File: config.mk
export PLATFORM = sky130hd
export DESIGN_NAME = nitlo_cfg_regs
export DESIGN_NICKNAME = d
export VERILOG_FILES = /design/src/hw/rtl/nitlo_pkg.sv /design/src/hw/rtl/nitlo_cfg_regs.sv
export SDC_FILE = /design/constraint.sdc
export NUM_CORES = 1
export LEC_CHECK = 0
export ABC_AREA = 1
export BUFFER_PORTS_ARGS = -buffer_cell sky130_fd_sc_hd__buf_2
export CAP_MARGIN = 20
export CORE_MARGIN = 4
export CORE_UTILIZATION = 56
export CTS_BUF_LIST = sky130_fd_sc_hd__clkbuf_4 sky130_fd_sc_hd__clkbuf_8
export DETAILED_ROUTE_END_ITERATION = 8
export PLACE_DENSITY = 0.95
export SLEW_MARGIN = 40
export SYNTH_ARGS = -nofsm -noshare
export SYNTH_HDL_FRONTEND = slang
export SYNTH_SLANG_ARGS = --single-unit
export TNS_END_PERCENT = 100
File: constraint.sdc
create_clock -name clk -period 1.75 [get_ports clk]
set_input_delay 0 -clock clk [delete_from_list [all_inputs] [get_ports clk]]
set_output_delay 0 -clock clk [all_outputs]
set_load 0.03 [all_outputs]
File: src/hw/rtl/nitlo_pkg.sv
// Package for the N-dimensional index linearizer: payload structs, widths,
// register indexes and pipeline record type. No dependencies.
package nitlo_pkg;

  localparam int FIELD_DIMS  = 6;
  localparam int DIMS_W      = 3;
  localparam int COORD_W     = 16;
  localparam int OFFSET_W    = 60;
  localparam int CFG_IDX_W   = 3;
  localparam int CFG_DATA_W  = 10;

  localparam int MAX_DIMS_DEF    = 6;
  localparam int EXTENT_BITS_DEF = 10;

  // Register indexes on the config port.
  localparam logic [CFG_IDX_W-1:0] CFG_SHAPE_DIMS  = 3'd0;
  localparam logic [CFG_IDX_W-1:0] CFG_EXTENT_BASE = 3'd1;

  typedef struct packed {
    logic [DIMS_W-1:0]         point_dims;
    logic signed [COORD_W-1:0] coord_0;
    logic signed [COORD_W-1:0] coord_1;
    logic signed [COORD_W-1:0] coord_2;
    logic signed [COORD_W-1:0] coord_3;
    logic signed [COORD_W-1:0] coord_4;
    logic signed [COORD_W-1:0] coord_5;
  } in_t;

  typedef struct packed {
    logic [OFFSET_W-1:0] linear_offset;
    logic                out_of_bounds;
  } out_t;

  // Record that travels down the per-dimension stages.
  typedef struct packed {
    logic [DIMS_W-1:0]                   pdims;
    logic [DIMS_W-1:0]                   common;
    logic [FIELD_DIMS-1:0][COORD_W-1:0]  coords;
    logic [OFFSET_W-1:0]                 acc;
    logic [OFFSET_W-1:0]                 coeff;
    logic                                oob;
  } pipe_t;

endpackage

File: src/hw/rtl/nitlo_cfg_regs.sv
// Shape configuration registers: dimension count and per-dimension extents.
// Depends on nitlo_pkg.
module nitlo_cfg_regs #(
  parameter int EXTENT_BITS = nitlo_pkg::EXTENT_BITS_DEF
) (
  input  logic                                                clk,
  input  logic                                                rst_n,
  input  logic                                                cfg_we,
  input  logic [nitlo_pkg::CFG_IDX_W-1:0]                     cfg_index,
  input  logic [nitlo_pkg::CFG_DATA_W-1:0]                    cfg_wdata,
  output logic [nitlo_pkg::DIMS_W-1:0]                        shape_dims,
  output logic [nitlo_pkg::FIELD_DIMS-1:0][EXTENT_BITS-1:0]   extent
);
  import nitlo_pkg::*;

  logic [DIMS_W-1:0]                       shape_dims_r;
  logic [FIELD_DIMS-1:0][EXTENT_BITS-1:0]  extent_r;

  always_ff @(posedge clk) begin
    if (!rst_n) begin
      shape_dims_r <= '0;
      for (int i = 0; i < FIELD_DIMS; i++) begin
        extent_r[i] <= EXTENT_BITS'(1);
      end
    end else if (cfg_we) begin
      if (cfg_index == CFG_SHAPE_DIMS) begin
        shape_dims_r <= cfg_wdata[DIMS_W-1:0];
      end
      // Indexes past the last extent match nothing and drop the write.
      for (int i = 0; i < FIELD_DIMS; i++) begin
        if (cfg_index == CFG_IDX_W'(int'(CFG_EXTENT_BASE) + i)) begin
          extent_r[i] <= cfg_wdata[EXTENT_BITS-1:0];
        end
      end
    end
  end

  assign shape_dims = shape_dims_r;
  assign extent     = extent_r;

endmodule

==> metrics list <==
- The flow ran to the end, and the final reports show no timing, DRC or antenna violations.
- Of the synthesized area, sequential elements account for 0.502.
- The area growth from synthesis to layout is 23.7%.
* Net count of the mapped netlist: 375
- Setup TNS: 0 ns
- Data on the critical path arrives at its endpoint at 0.90 ns.
- DRC violations left: 0
- For the pin with the worst max-slew slack, the measured transition is 0.739 ns.
* Share of post-route cells with drive strength above 1: 0.245
- In this run the power density over the cells is ~1000 mW/mm2.
- In the final layout, the multi-input gates occupy between 0.001 and 0.0015 mm2.
* Total non-filler cell area in the finished layout: about 0.0031 mm2
- Once detail routing completed, the nets flagged for antenna violations numbered 0.
- The worst setup path is captured at an output pin.
* Synth Register Bits: 63
- Syn Inst Count: ~360
- Clock buffers created by TritonCTS: 9
- Static timing analysis puts the maximum clock frequency at roughly 1.1 GHz.
- Element type at the critical path start: register
- Synthesis instantiated 14 different standard cells from the library.
- The die is 74.9 um tall.
- After synthesis, the most frequently instantiated cells are sky130_fd_sc_hd__nor2_1 (117), sky130_fd_sc_hd__nand2_1 (73), sky130_fd_sc_hd__dfxtp_1 (63), sky130_fd_sc_hd__nand3_1 (63), sky130_fd_sc_hd__inv_1 (12).
* Syn. warnings: 0
- Number of global-route vias before repair: 2238
- Setup violations remaining at the end of the flow were counted as 0.
* Number of max-cap violations: 0
- First-pass GRT wire length: ~10000 um
- Headroom to the max-slew limit came out at 0.506.
- Post-CTS repair changed the size of 0 cells.
* Initial Util: 0.576
- At the later pin of the worst-skew pair, clock insertion delay measures roughly 0.33 ns.
- Critical path required time: ~1.8 ns
* Count of buffering cells on the critical path with inverters included: 1
- Area enclosed by the die boundary: approximately 0.0056 mm2
* Cell type contributing the most total cell area after synthesis: sky130_fd_sc_hd__dfxtp_1
* Min-delay worst type: in2reg
- Clock tree synthesis selected as its root buffer the cell sky130_fd_sc_hd__clkbuf_8.
- Maximum fanout along the worst path: 2
- Final Max Slew Viols: 0
- Counting I/O delays and the setup requirement, the final critical path takes between 0.9 and 1 ns.
- Critical Path Slowest Stage Cell: sky130_fd_sc_hd__dfxtp_1
- The final-report hold violation count was 0.
- The largest single stage delay on the critical path is around 0.36 ns.
* Leakage power: approximately 1.5 nW
* Critical setup path kind: reg2out
- Placement Cell Area: around 0.003 mm2
* Post-synth ARST share: 0
- Filler Cells Inserted: around 370
- The final layout contains roughly 450 nets.
* Final clock period utilization by the worst path: 0.516
- The critical path goes through buf_2.
- Once the clock tree was built, the setup fixing pass inserted 0 buffers.
* Clock sink total: 63
- Average cell area after synthesis: 6.99 um2
- Register area: approximately 0.0013 mm2
* Prevailing post-synth register cell: sky130_fd_sc_hd__dfxtp_1
- Router iterations before antenna repair: 4
- Number of vias after detailed routing: between 2000 and 3000
- The number of antenna diodes in the final layout is 0.
- Clock slew seen by the registers of the worst setup and hold paths: around 0.070 ns
- Worst-case clock skew: 0 ns
* Ranking of synthesized cells by area: sky130_fd_sc_hd__dfxtp_1 (50%), sky130_fd_sc_hd__nor2_1 (17%), sky130_fd_sc_hd__nand3_1 (13%)
- In this run the tool buffered the top-level ports with 78 buffer cells.
- Antenna violations before repair: 0
- Setup repair after global routing missed its margin: no
- Dominant cell by count in the synthesized netlist: sky130_fd_sc_hd__nor2_1
- Wires add up to ~6700 um.
* CTS max path bufs: 2
- Vias per cell: 5.25
- Top-level port count: slightly below 80
- Internal reg-to-reg setup slack: 1.14 ns
* Worst path top cell family by delay: flip-flops
- The H-tree was split into 3 levels.
* Worst VDD drop: between 500 and 600 uV
- In the global route stage, overall resource usage came out at 0.249.
- Routability-driven placement finished with a final weighted congestion of between 0.9 and 1.
- EDFF count, synth: 0
- Pin count of the biggest net entering global routing: 35
- Post-synthesis instance area: 0.00251 mm2
- TritonCTS built the clock tree.
* Area of the core: about 0.0044 mm2
- In the final routed layout, each cell accounts on average for 13.5 um.
- Die X: between 70 and 80 um
- Of the post-synthesis cell area, the dominant cell type holds 0.502.
* FP Rows: 24
- After legalization and detailed placement, the total HPWL measured around 4600 um.
- Remaining Overflow, GRT: 0
- For this block, the initial DRC count from the detailed router was roughly 230.
-- worst paths after layout --
path	depth (start not counted)	endpoint	startpoint
worst max register to register	2	extent[7]	extent[7]
worst min-delay path	5	extent[59]	cfg_wdata[9]
worst max-delay path	1	extent[16]	extent[16]
worst min register to register	2	extent[55]	extent[55]
-- report_power, final --
group	internal [mW]	switching (mW)
logic	0.116	0.302
registers	1.48	0.0248
clock network	0.607	0.521
total	2.21	0.848
-- metal layers --
metal / routed length (um) / global-route usage
met1: 2710 / 0.309
met2: 3190 / 0.397
met3: 664 / 0.0628
met4: 95 / 0.136
met5: 0 / 0
-- layout by cell type (no fill, tap or decap), types with 2 or more instances in the layout --
cell type | synthesis | layout
sky130_fd_sc_hd__dfxtp_1 | 63 | 63
sky130_fd_sc_hd__nand3_1 | 63 | 63
sky130_fd_sc_hd__buf_2 | 7 | 78
sky130_fd_sc_hd__o21ai_0 | 4 | 4
sky130_fd_sc_hd__buf_4 | 0 | 2
sky130_fd_sc_hd__inv_1 | 12 | 12
sky130_fd_sc_hd__nor2_4 | 2 | 2
sky130_fd_sc_hd__nor2_1 | 117 | 116
sky130_fd_sc_hd__clkbuf_8 | 0 | 10
sky130_fd_sc_hd__inv_2 | 3 | 3
sky130_fd_sc_hd__clkbuf_4 | 0 | 4
sky130_fd_sc_hd__nand2_1 | 73 | 73
sky130_fd_sc_hd__nor2_2 | 6 | 7
-- flip-flops by register name, indices dropped and copies added, names as in the netlist --
name        count
extent         60
shape_dims      3
-- through the flow --
step	utilization	instances	hold slack, ns	total power [mW]	worst slack, ns
after floorplan	-	359	0.113	1.83	0.993
final	0.713	493	0.105	3.06	0.846
after detailed placement	0.671	477	0.328	1.95	0.640
after global routing	0.713	493	0.140	3.17	0.806
after global placement	0.671	477	0.311	1.94	0.698
after CTS	0.713	493	0.101	3.06	0.848
-- kinds of logic (layout without fill, tap and decap cells) --
logic type / after synthesis / count (layout) / synth area share
DFF: 63 / 63 / 0.502
and+or+nand+nor: 261 / 261 / 0.434
buffers and inverters: 31 / 113 / 0.0558
AOI/OAI and AO/OA: 4 / 4 / 0.00798
-- final cells by class --
type	instances	area share
tap	52	0.0210
multi-input combinational	265	0.358
clock inverter	1	0.00161
sequential	63	0.406
inverter	16	0.0193
clock buffer	14	0.0540
timing repair buffer	82	0.140
-- repair_timing --
| item | 4_1_cts | 5_1_grt |
|---|---|---|
| hold buffers | 1 | 0 |
| hold endpoints to repair | 5 | 0 |
| endpoints found under the setup margin | 0 | 0 |
(Power assumes the default switching activity.)
