`src/hw/rtl/nitlo_pkg.sv`:
```
// Package for the N-dimensional index linearizer: payload structs, widths,
// register indexes and pipeline record type. No dependencies.
package nitlo_pkg;

  localparam int FIELD_DIMS  = 6;
  localparam int DIMS_W      = 3;
  localparam int COORD_W     = 16;
  localparam int OFFSET_W    = 60;
  localparam int CFG_IDX_W   = 3;
  localparam int CFG_DATA_W  = 10;

  localparam int MAX_DIMS_DEF    = 6;
  localparam int EXTENT_BITS_DEF = 10;

  // Register indexes on the config port.
  localparam logic [CFG_IDX_W-1:0] CFG_SHAPE_DIMS  = 3'd0;
  localparam logic [CFG_IDX_W-1:0] CFG_EXTENT_BASE = 3'd1;

  typedef struct packed {
    logic [DIMS_W-1:0]         point_dims;
    logic signed [COORD_W-1:0] coord_0;
    logic signed [COORD_W-1:0] coord_1;
    logic signed [COORD_W-1:0] coord_2;
    logic signed [COORD_W-1:0] coord_3;
    logic signed [COORD_W-1:0] coord_4;
    logic signed [COORD_W-1:0] coord_5;
  } in_t;

  typedef struct packed {
    logic [OFFSET_W-1:0] linear_offset;
    logic                out_of_bounds;
  } out_t;

  // Record that travels down the per-dimension stages.
  typedef struct packed {
    logic [DIMS_W-1:0]                   pdims;
    logic [DIMS_W-1:0]                   common;
    logic [FIELD_DIMS-1:0][COORD_W-1:0]  coords;
    logic [OFFSET_W-1:0]                 acc;
    logic [OFFSET_W-1:0]                 coeff;
    logic                                oob;
  } pipe_t;

endpackage

```
`src/hw/rtl/nitlo_dim_stage.sv`:
```
// One pipeline stage of the linearizer: bounds check and accumulate for a
// single dimension. Depends on nitlo_pkg.
module nitlo_dim_stage #(
  parameter int DIM         = 0,
  parameter int EXTENT_BITS = nitlo_pkg::EXTENT_BITS_DEF
) (
  input  logic                    clk,
  input  logic                    rst_n,
  input  logic [EXTENT_BITS-1:0]  extent,
  input  logic                    in_valid,
  output logic                    in_stall,
  input  nitlo_pkg::pipe_t        in_data,
  output logic                    out_valid,
  input  logic                    out_stall,
  output nitlo_pkg::pipe_t        out_data
);
  import nitlo_pkg::*;

  logic                               valid_r;
  pipe_t                              data_r;
  pipe_t                              data_nxt;
  logic [COORD_W-1:0]                 coord;
  logic                               active;
  logic                               extra;
  logic                               too_big;
  logic [OFFSET_W+EXTENT_BITS-1:0]    term_full;
  logic [OFFSET_W+EXTENT_BITS-1:0]    coeff_full;

  assign coord   = in_data.coords[DIM];
  assign active  = DIMS_W'(DIM) < in_data.common;
  assign extra   = !active && (DIMS_W'(DIM) < in_data.pdims);
  assign too_big = coord[COORD_W-2:0] >= (COORD_W-1)'(extent);

  assign term_full  = in_data.coeff * coord[EXTENT_BITS-1:0];
  assign coeff_full = in_data.coeff * extent;

  always_comb begin
    data_nxt = in_data;
    if (active) begin
      if (coord[COORD_W-1] || too_big) begin
        data_nxt.oob = 1'b1;
      end else begin
        data_nxt.acc   = in_data.acc + term_full[OFFSET_W-1:0];
        data_nxt.coeff = coeff_full[OFFSET_W-1:0];
      end
    end else if (extra && (coord != '0)) begin
      data_nxt.oob = 1'b1;
    end
  end

  // Advance when empty or when the next stage takes our request.
  assign in_stall = valid_r && out_stall;

  always_ff @(posedge clk) begin
    if (!rst_n) begin
      valid_r <= 1'b0;
    end else if (!in_stall) begin
      valid_r <= in_valid;
    end
  end

  always_ff @(posedge clk) begin
    if (!in_stall && in_valid) begin
      data_r <= data_nxt;
    end
  end

  assign out_valid = valid_r;
  assign out_data  = data_r;

  a_hold_on_stall: assert property (@(posedge clk) disable iff (!rst_n)
    valid_r && out_stall |=> valid_r && $stable(data_r))
    else $error("stage %0d lost a stalled request", DIM);

  a_common_le_pdims: assert property (@(posedge clk) disable iff (!rst_n)
    valid_r |-> data_r.common <= data_r.pdims)
    else $error("stage %0d common count exceeds point count", DIM);

  a_empty_takes: assert property (@(posedge clk) disable iff (!rst_n)
    !valid_r |-> !in_stall)
    else $error("stage %0d stalls while empty", DIM);

endmodule

```
`config.mk`:
```
export PLATFORM = sky130hd
export DESIGN_NAME = nitlo_dim_stage
export DESIGN_NICKNAME = d
export VERILOG_FILES = /design/src/hw/rtl/nitlo_pkg.sv /design/src/hw/rtl/nitlo_dim_stage.sv
export SDC_FILE = /design/constraint.sdc
export NUM_CORES = 2
export LEC_CHECK = 0
export BUFFER_PORTS_ARGS = -buffer_cell sky130_fd_sc_hd__buf_4
export CAP_MARGIN = 40
export CORE_UTILIZATION = 36
export DETAILED_ROUTE_END_ITERATION = 8
export PLACE_DENSITY = 0.5
export SYNTH_ARGS = -nofsm -noshare
export SYNTH_HDL_FRONTEND = slang
export SYNTH_SLANG_ARGS = --single-unit
```
`constraint.sdc`:
```
create_clock -name clk -period 16.6 [get_ports clk]
set_input_delay 3.32 -clock clk [delete_from_list [all_inputs] [get_ports clk]]
set_output_delay 3.32 -clock clk [all_outputs]
set_load 0.05 [all_outputs]
```
==> flow_summary_export.csv <==
group,metric,value,unit
status,status,"completed",
place,pre_cts_slack,6406,ps
critical_path,r2r_end,"out_data[57]",
global_routing,grt_max_degree,74,
routing,first_iter_violations,1567,
critical_path,cp_max_fo,42,
yosys,yosys_warnings,0,
pwr,finalPower,10940,uW
timing,final.setup.tns,0,ps
clocking,tritoncts,"done",
pwr,p_leak,0.02366,uW
place,dp_hpwl,99.33,mm
global_routing,grt_first_pass_wirelength,207.6,mm
timing,setup_viol,0,
pwr,p_per_area,224.4,nW/um^2
timing,fmax,103.5,MHz
routing,wl_per_cell,20.58,microns
hold_path,min_path_cells,2,
yosys,syn_area_per_cell,9.313,sq um
timing,report.final.slew_viol_count,0,
place,gp_congestion,0.8815,
timing,finalHoldViolCount,0,
die,die-area,121400,sq um
critical_path,worstReg2RegStart,"out_valid",
run,maxCapViolCount,0,
die,coreArea,118600,sq um
yosys,synthTopCellsByCount,"fa_1, inv_1, nand2_1",
routing,drc,0,
clocking,cts-root-buf,"clkbuf_16",
hold_path,min_from,"out_valid",
clocking,cts_setup_buffers,0,
yosys,ys_seq_area_share,15.54,%
clocking,ctsHoldBuffers,0,
critical_path,path_class,"input port to flop",
critical_path,r2r_setup_slack,13660,ps
clocking,clockBufferDepth,3,
die,row_count,126,
timing,relSlewSlack,38.70,%
clocking,cts_made_buffers,31,
yosys,synth_area_leaders,"fa_1, edfxtp_1, inv_1",
layout,area_growth,12.82,%
place,port-buffer-count,461,
yosys,syn-num-nets,5941,
routing,via_per_inst,5.017,
yosys,synth.most_common_cell,"fa_1",
timing,rsz0062_at_grt,"false",
timing,post-route-period-util,58.19,%
yosys,ys_ff_latch,224,
timing,worstMarginPinSlew,919.5,ps
hold_path,hold_end,"out_valid",
yosys,ys_async_sr_fraction,0,%
layout,fin_nets,6163,
critical_path,r2r_cells,4,
yosys,synth_edf_count,223,
critical_path,arrival,10010,ps
yosys,synth.distinct_cells,81,
routing,dr.pass1.iters,5,
routing,final_antenna_net_count,0,
layout,drive_gt1_share,11.63,%
place,placedCellCount,6429,
die,ioPinCount,462,
critical_path,required,16950,ps
global_routing,gr-total-overflow,0,
yosys,yosysTopAreaCell,"fa_1",
timing,timing.final.crit_period,9659,ps
global_routing,antenna_found_initial,5,
clocking,cts_resized,0,
die,die_w,348.5,microns
clocking,cts_sinks,224,
global_routing,grt_pass1_vias,35040,
layout,fin_cells,6486,
global_routing,track_usage,22.32,%
timing,fin_ws,6941,ps
yosys,netlist.area_leader.share,41.79,%
yosys,synth_cells,4640,
clocking,htreeDepth,1,
critical_path,worstSetupEndpointType,"flop",
pwr,max-vdd-ir-drop,203.3,uV
yosys,ys.flop_type,"edfxtp_1",
layout,fin_util,41.12,%
die,die_h,348.5,microns
yosys,netlist_area,43210,sq um
routing,wl,133.5,mm
critical_path,cp-start-kind,"input port",
hold_path,hold_path.class,"flop to flop",
clocking,insertion_delay,620,ps
routing,via_count,32540,
timing,clock_skew,18.27,ps
die,start_util,36.45,%
clocking,clkTransAtPathRegs,60,ps
final cells by class:
class                           count  area (sq um)
Inverter                          889          3337
Antenna cell                        1         2.502
Sequential cell                   224          6716
Clock buffer                       33         783.3
Fill cell                       11980         69800
Tap cell                         1600          2002
Timing Repair Buffer              480          3625
Multi-Input combinational cell   3236         32050
Clock inverter                     23         239.0
routing by layer:
metal  vias up  wire length, microns  GRT usage, %
met5         -                    27             0
met4         4                  3050         5.388
met3       131                  5868         2.126
met1     17130                 55380         28.30
li1      14470                     -             -
met2       799                 69150         40.64
cell usage in the layout (no fill, tap or decap), types with 7 or more instances in the layout:
master       n
o21ai_0    152
nand4_1     25
a21o_1      64
a21oi_1    127
edfxtp_1   223
nand2b_1    15
and3_1      13
xnor2_1     87
ha_1       162
nor2_1      61
clkbuf_16   31
buf_4      477
a211oi_1    10
nand2_1    785
o21bai_1    30
o211ai_1     9
inv_1      889
o21a_1      13
fa_1       902
and2_1     527
nand3_1     24
a221oi_1     7
nor3_1      19
nor4_1       7
a31oi_1     10
xor2_1      49
o21ai_1     13
mux2_2       8
worst max-delay path, cell delays in order:
cell and delay, ps:
buf_4 270, buf_4 530, nand2_1 160, fa_1 560, inv_1 50, fa_1 380
inv_1 90, fa_1 410, inv_1 90, fa_1 420, fa_1 470, ha_1 430
o211ai_1 120, a21oi_1 330, o2111ai_1 290, a2111o_1 600, a21oi_1 390, o21ai_1 140
o21bai_1 280, a221o_1 280, o311ai_0 140, nand3b_1 180
sequential cells by signal, indices dropped and copies added (netlist names):
name	flops
out_data	223
out_valid	1
power breakdown:
| part | leakage (uW) | switching, uW | internal (uW) |
|---|---|---|---|
| registers | 0.00216 | 12.3 | 671 |
| logic | 0.0210 | 5810 | 3750 |
| clock network | 0.000500 | 286 | 403 |
| total | 0.0237 | 6110 | 4830 |
worst max-delay path by stage:
stage / start / to / slack [ps] / cells after the start
2_1_floorplan: out_stall / out_data[0] / 2320 / 2
3_3_place_gp: in_data[122] / out_data[119] / 6400 / 22
3_5_place_dp: in_data[122] / out_data[119] / 6410 / 22
4_1_cts: in_data[122] / out_data[119] / 7050 / 22
5_1_grt: in_data[122] / out_data[113] / 6690 / 22
6_report: in_data[122] / out_data[119] / 6940 / 22
through the flow:
step | area, sq um | hold WS (ps)
2_1_floorplan | 43210 | 1146
3_3_place_gp | 47670 | 664.4
3_5_place_dp | 47730 | 665.2
4_1_cts | 48750 | 678.0
5_1_grt | 48750 | 694.3
6_report | 48750 | 672.9
kinds of logic (layout without fill, tap and decap cells):
family,Yosys count,count (layout),share of synthesized area [%]
adder cells (fa/ha/maj),1064,1064,46.48
multiplexers,9,9,0.2316
AND/OR/NAND/NOR,1511,1511,16.93
buffers and inverters,1180,1425,10.36
AO/OA/AOI/OAI,516,516,7.702
flip-flops,224,224,15.54
XOR/XNOR,136,136,2.756
other,0,1,0
Note: power is estimated with default switching activity, not from simulation.
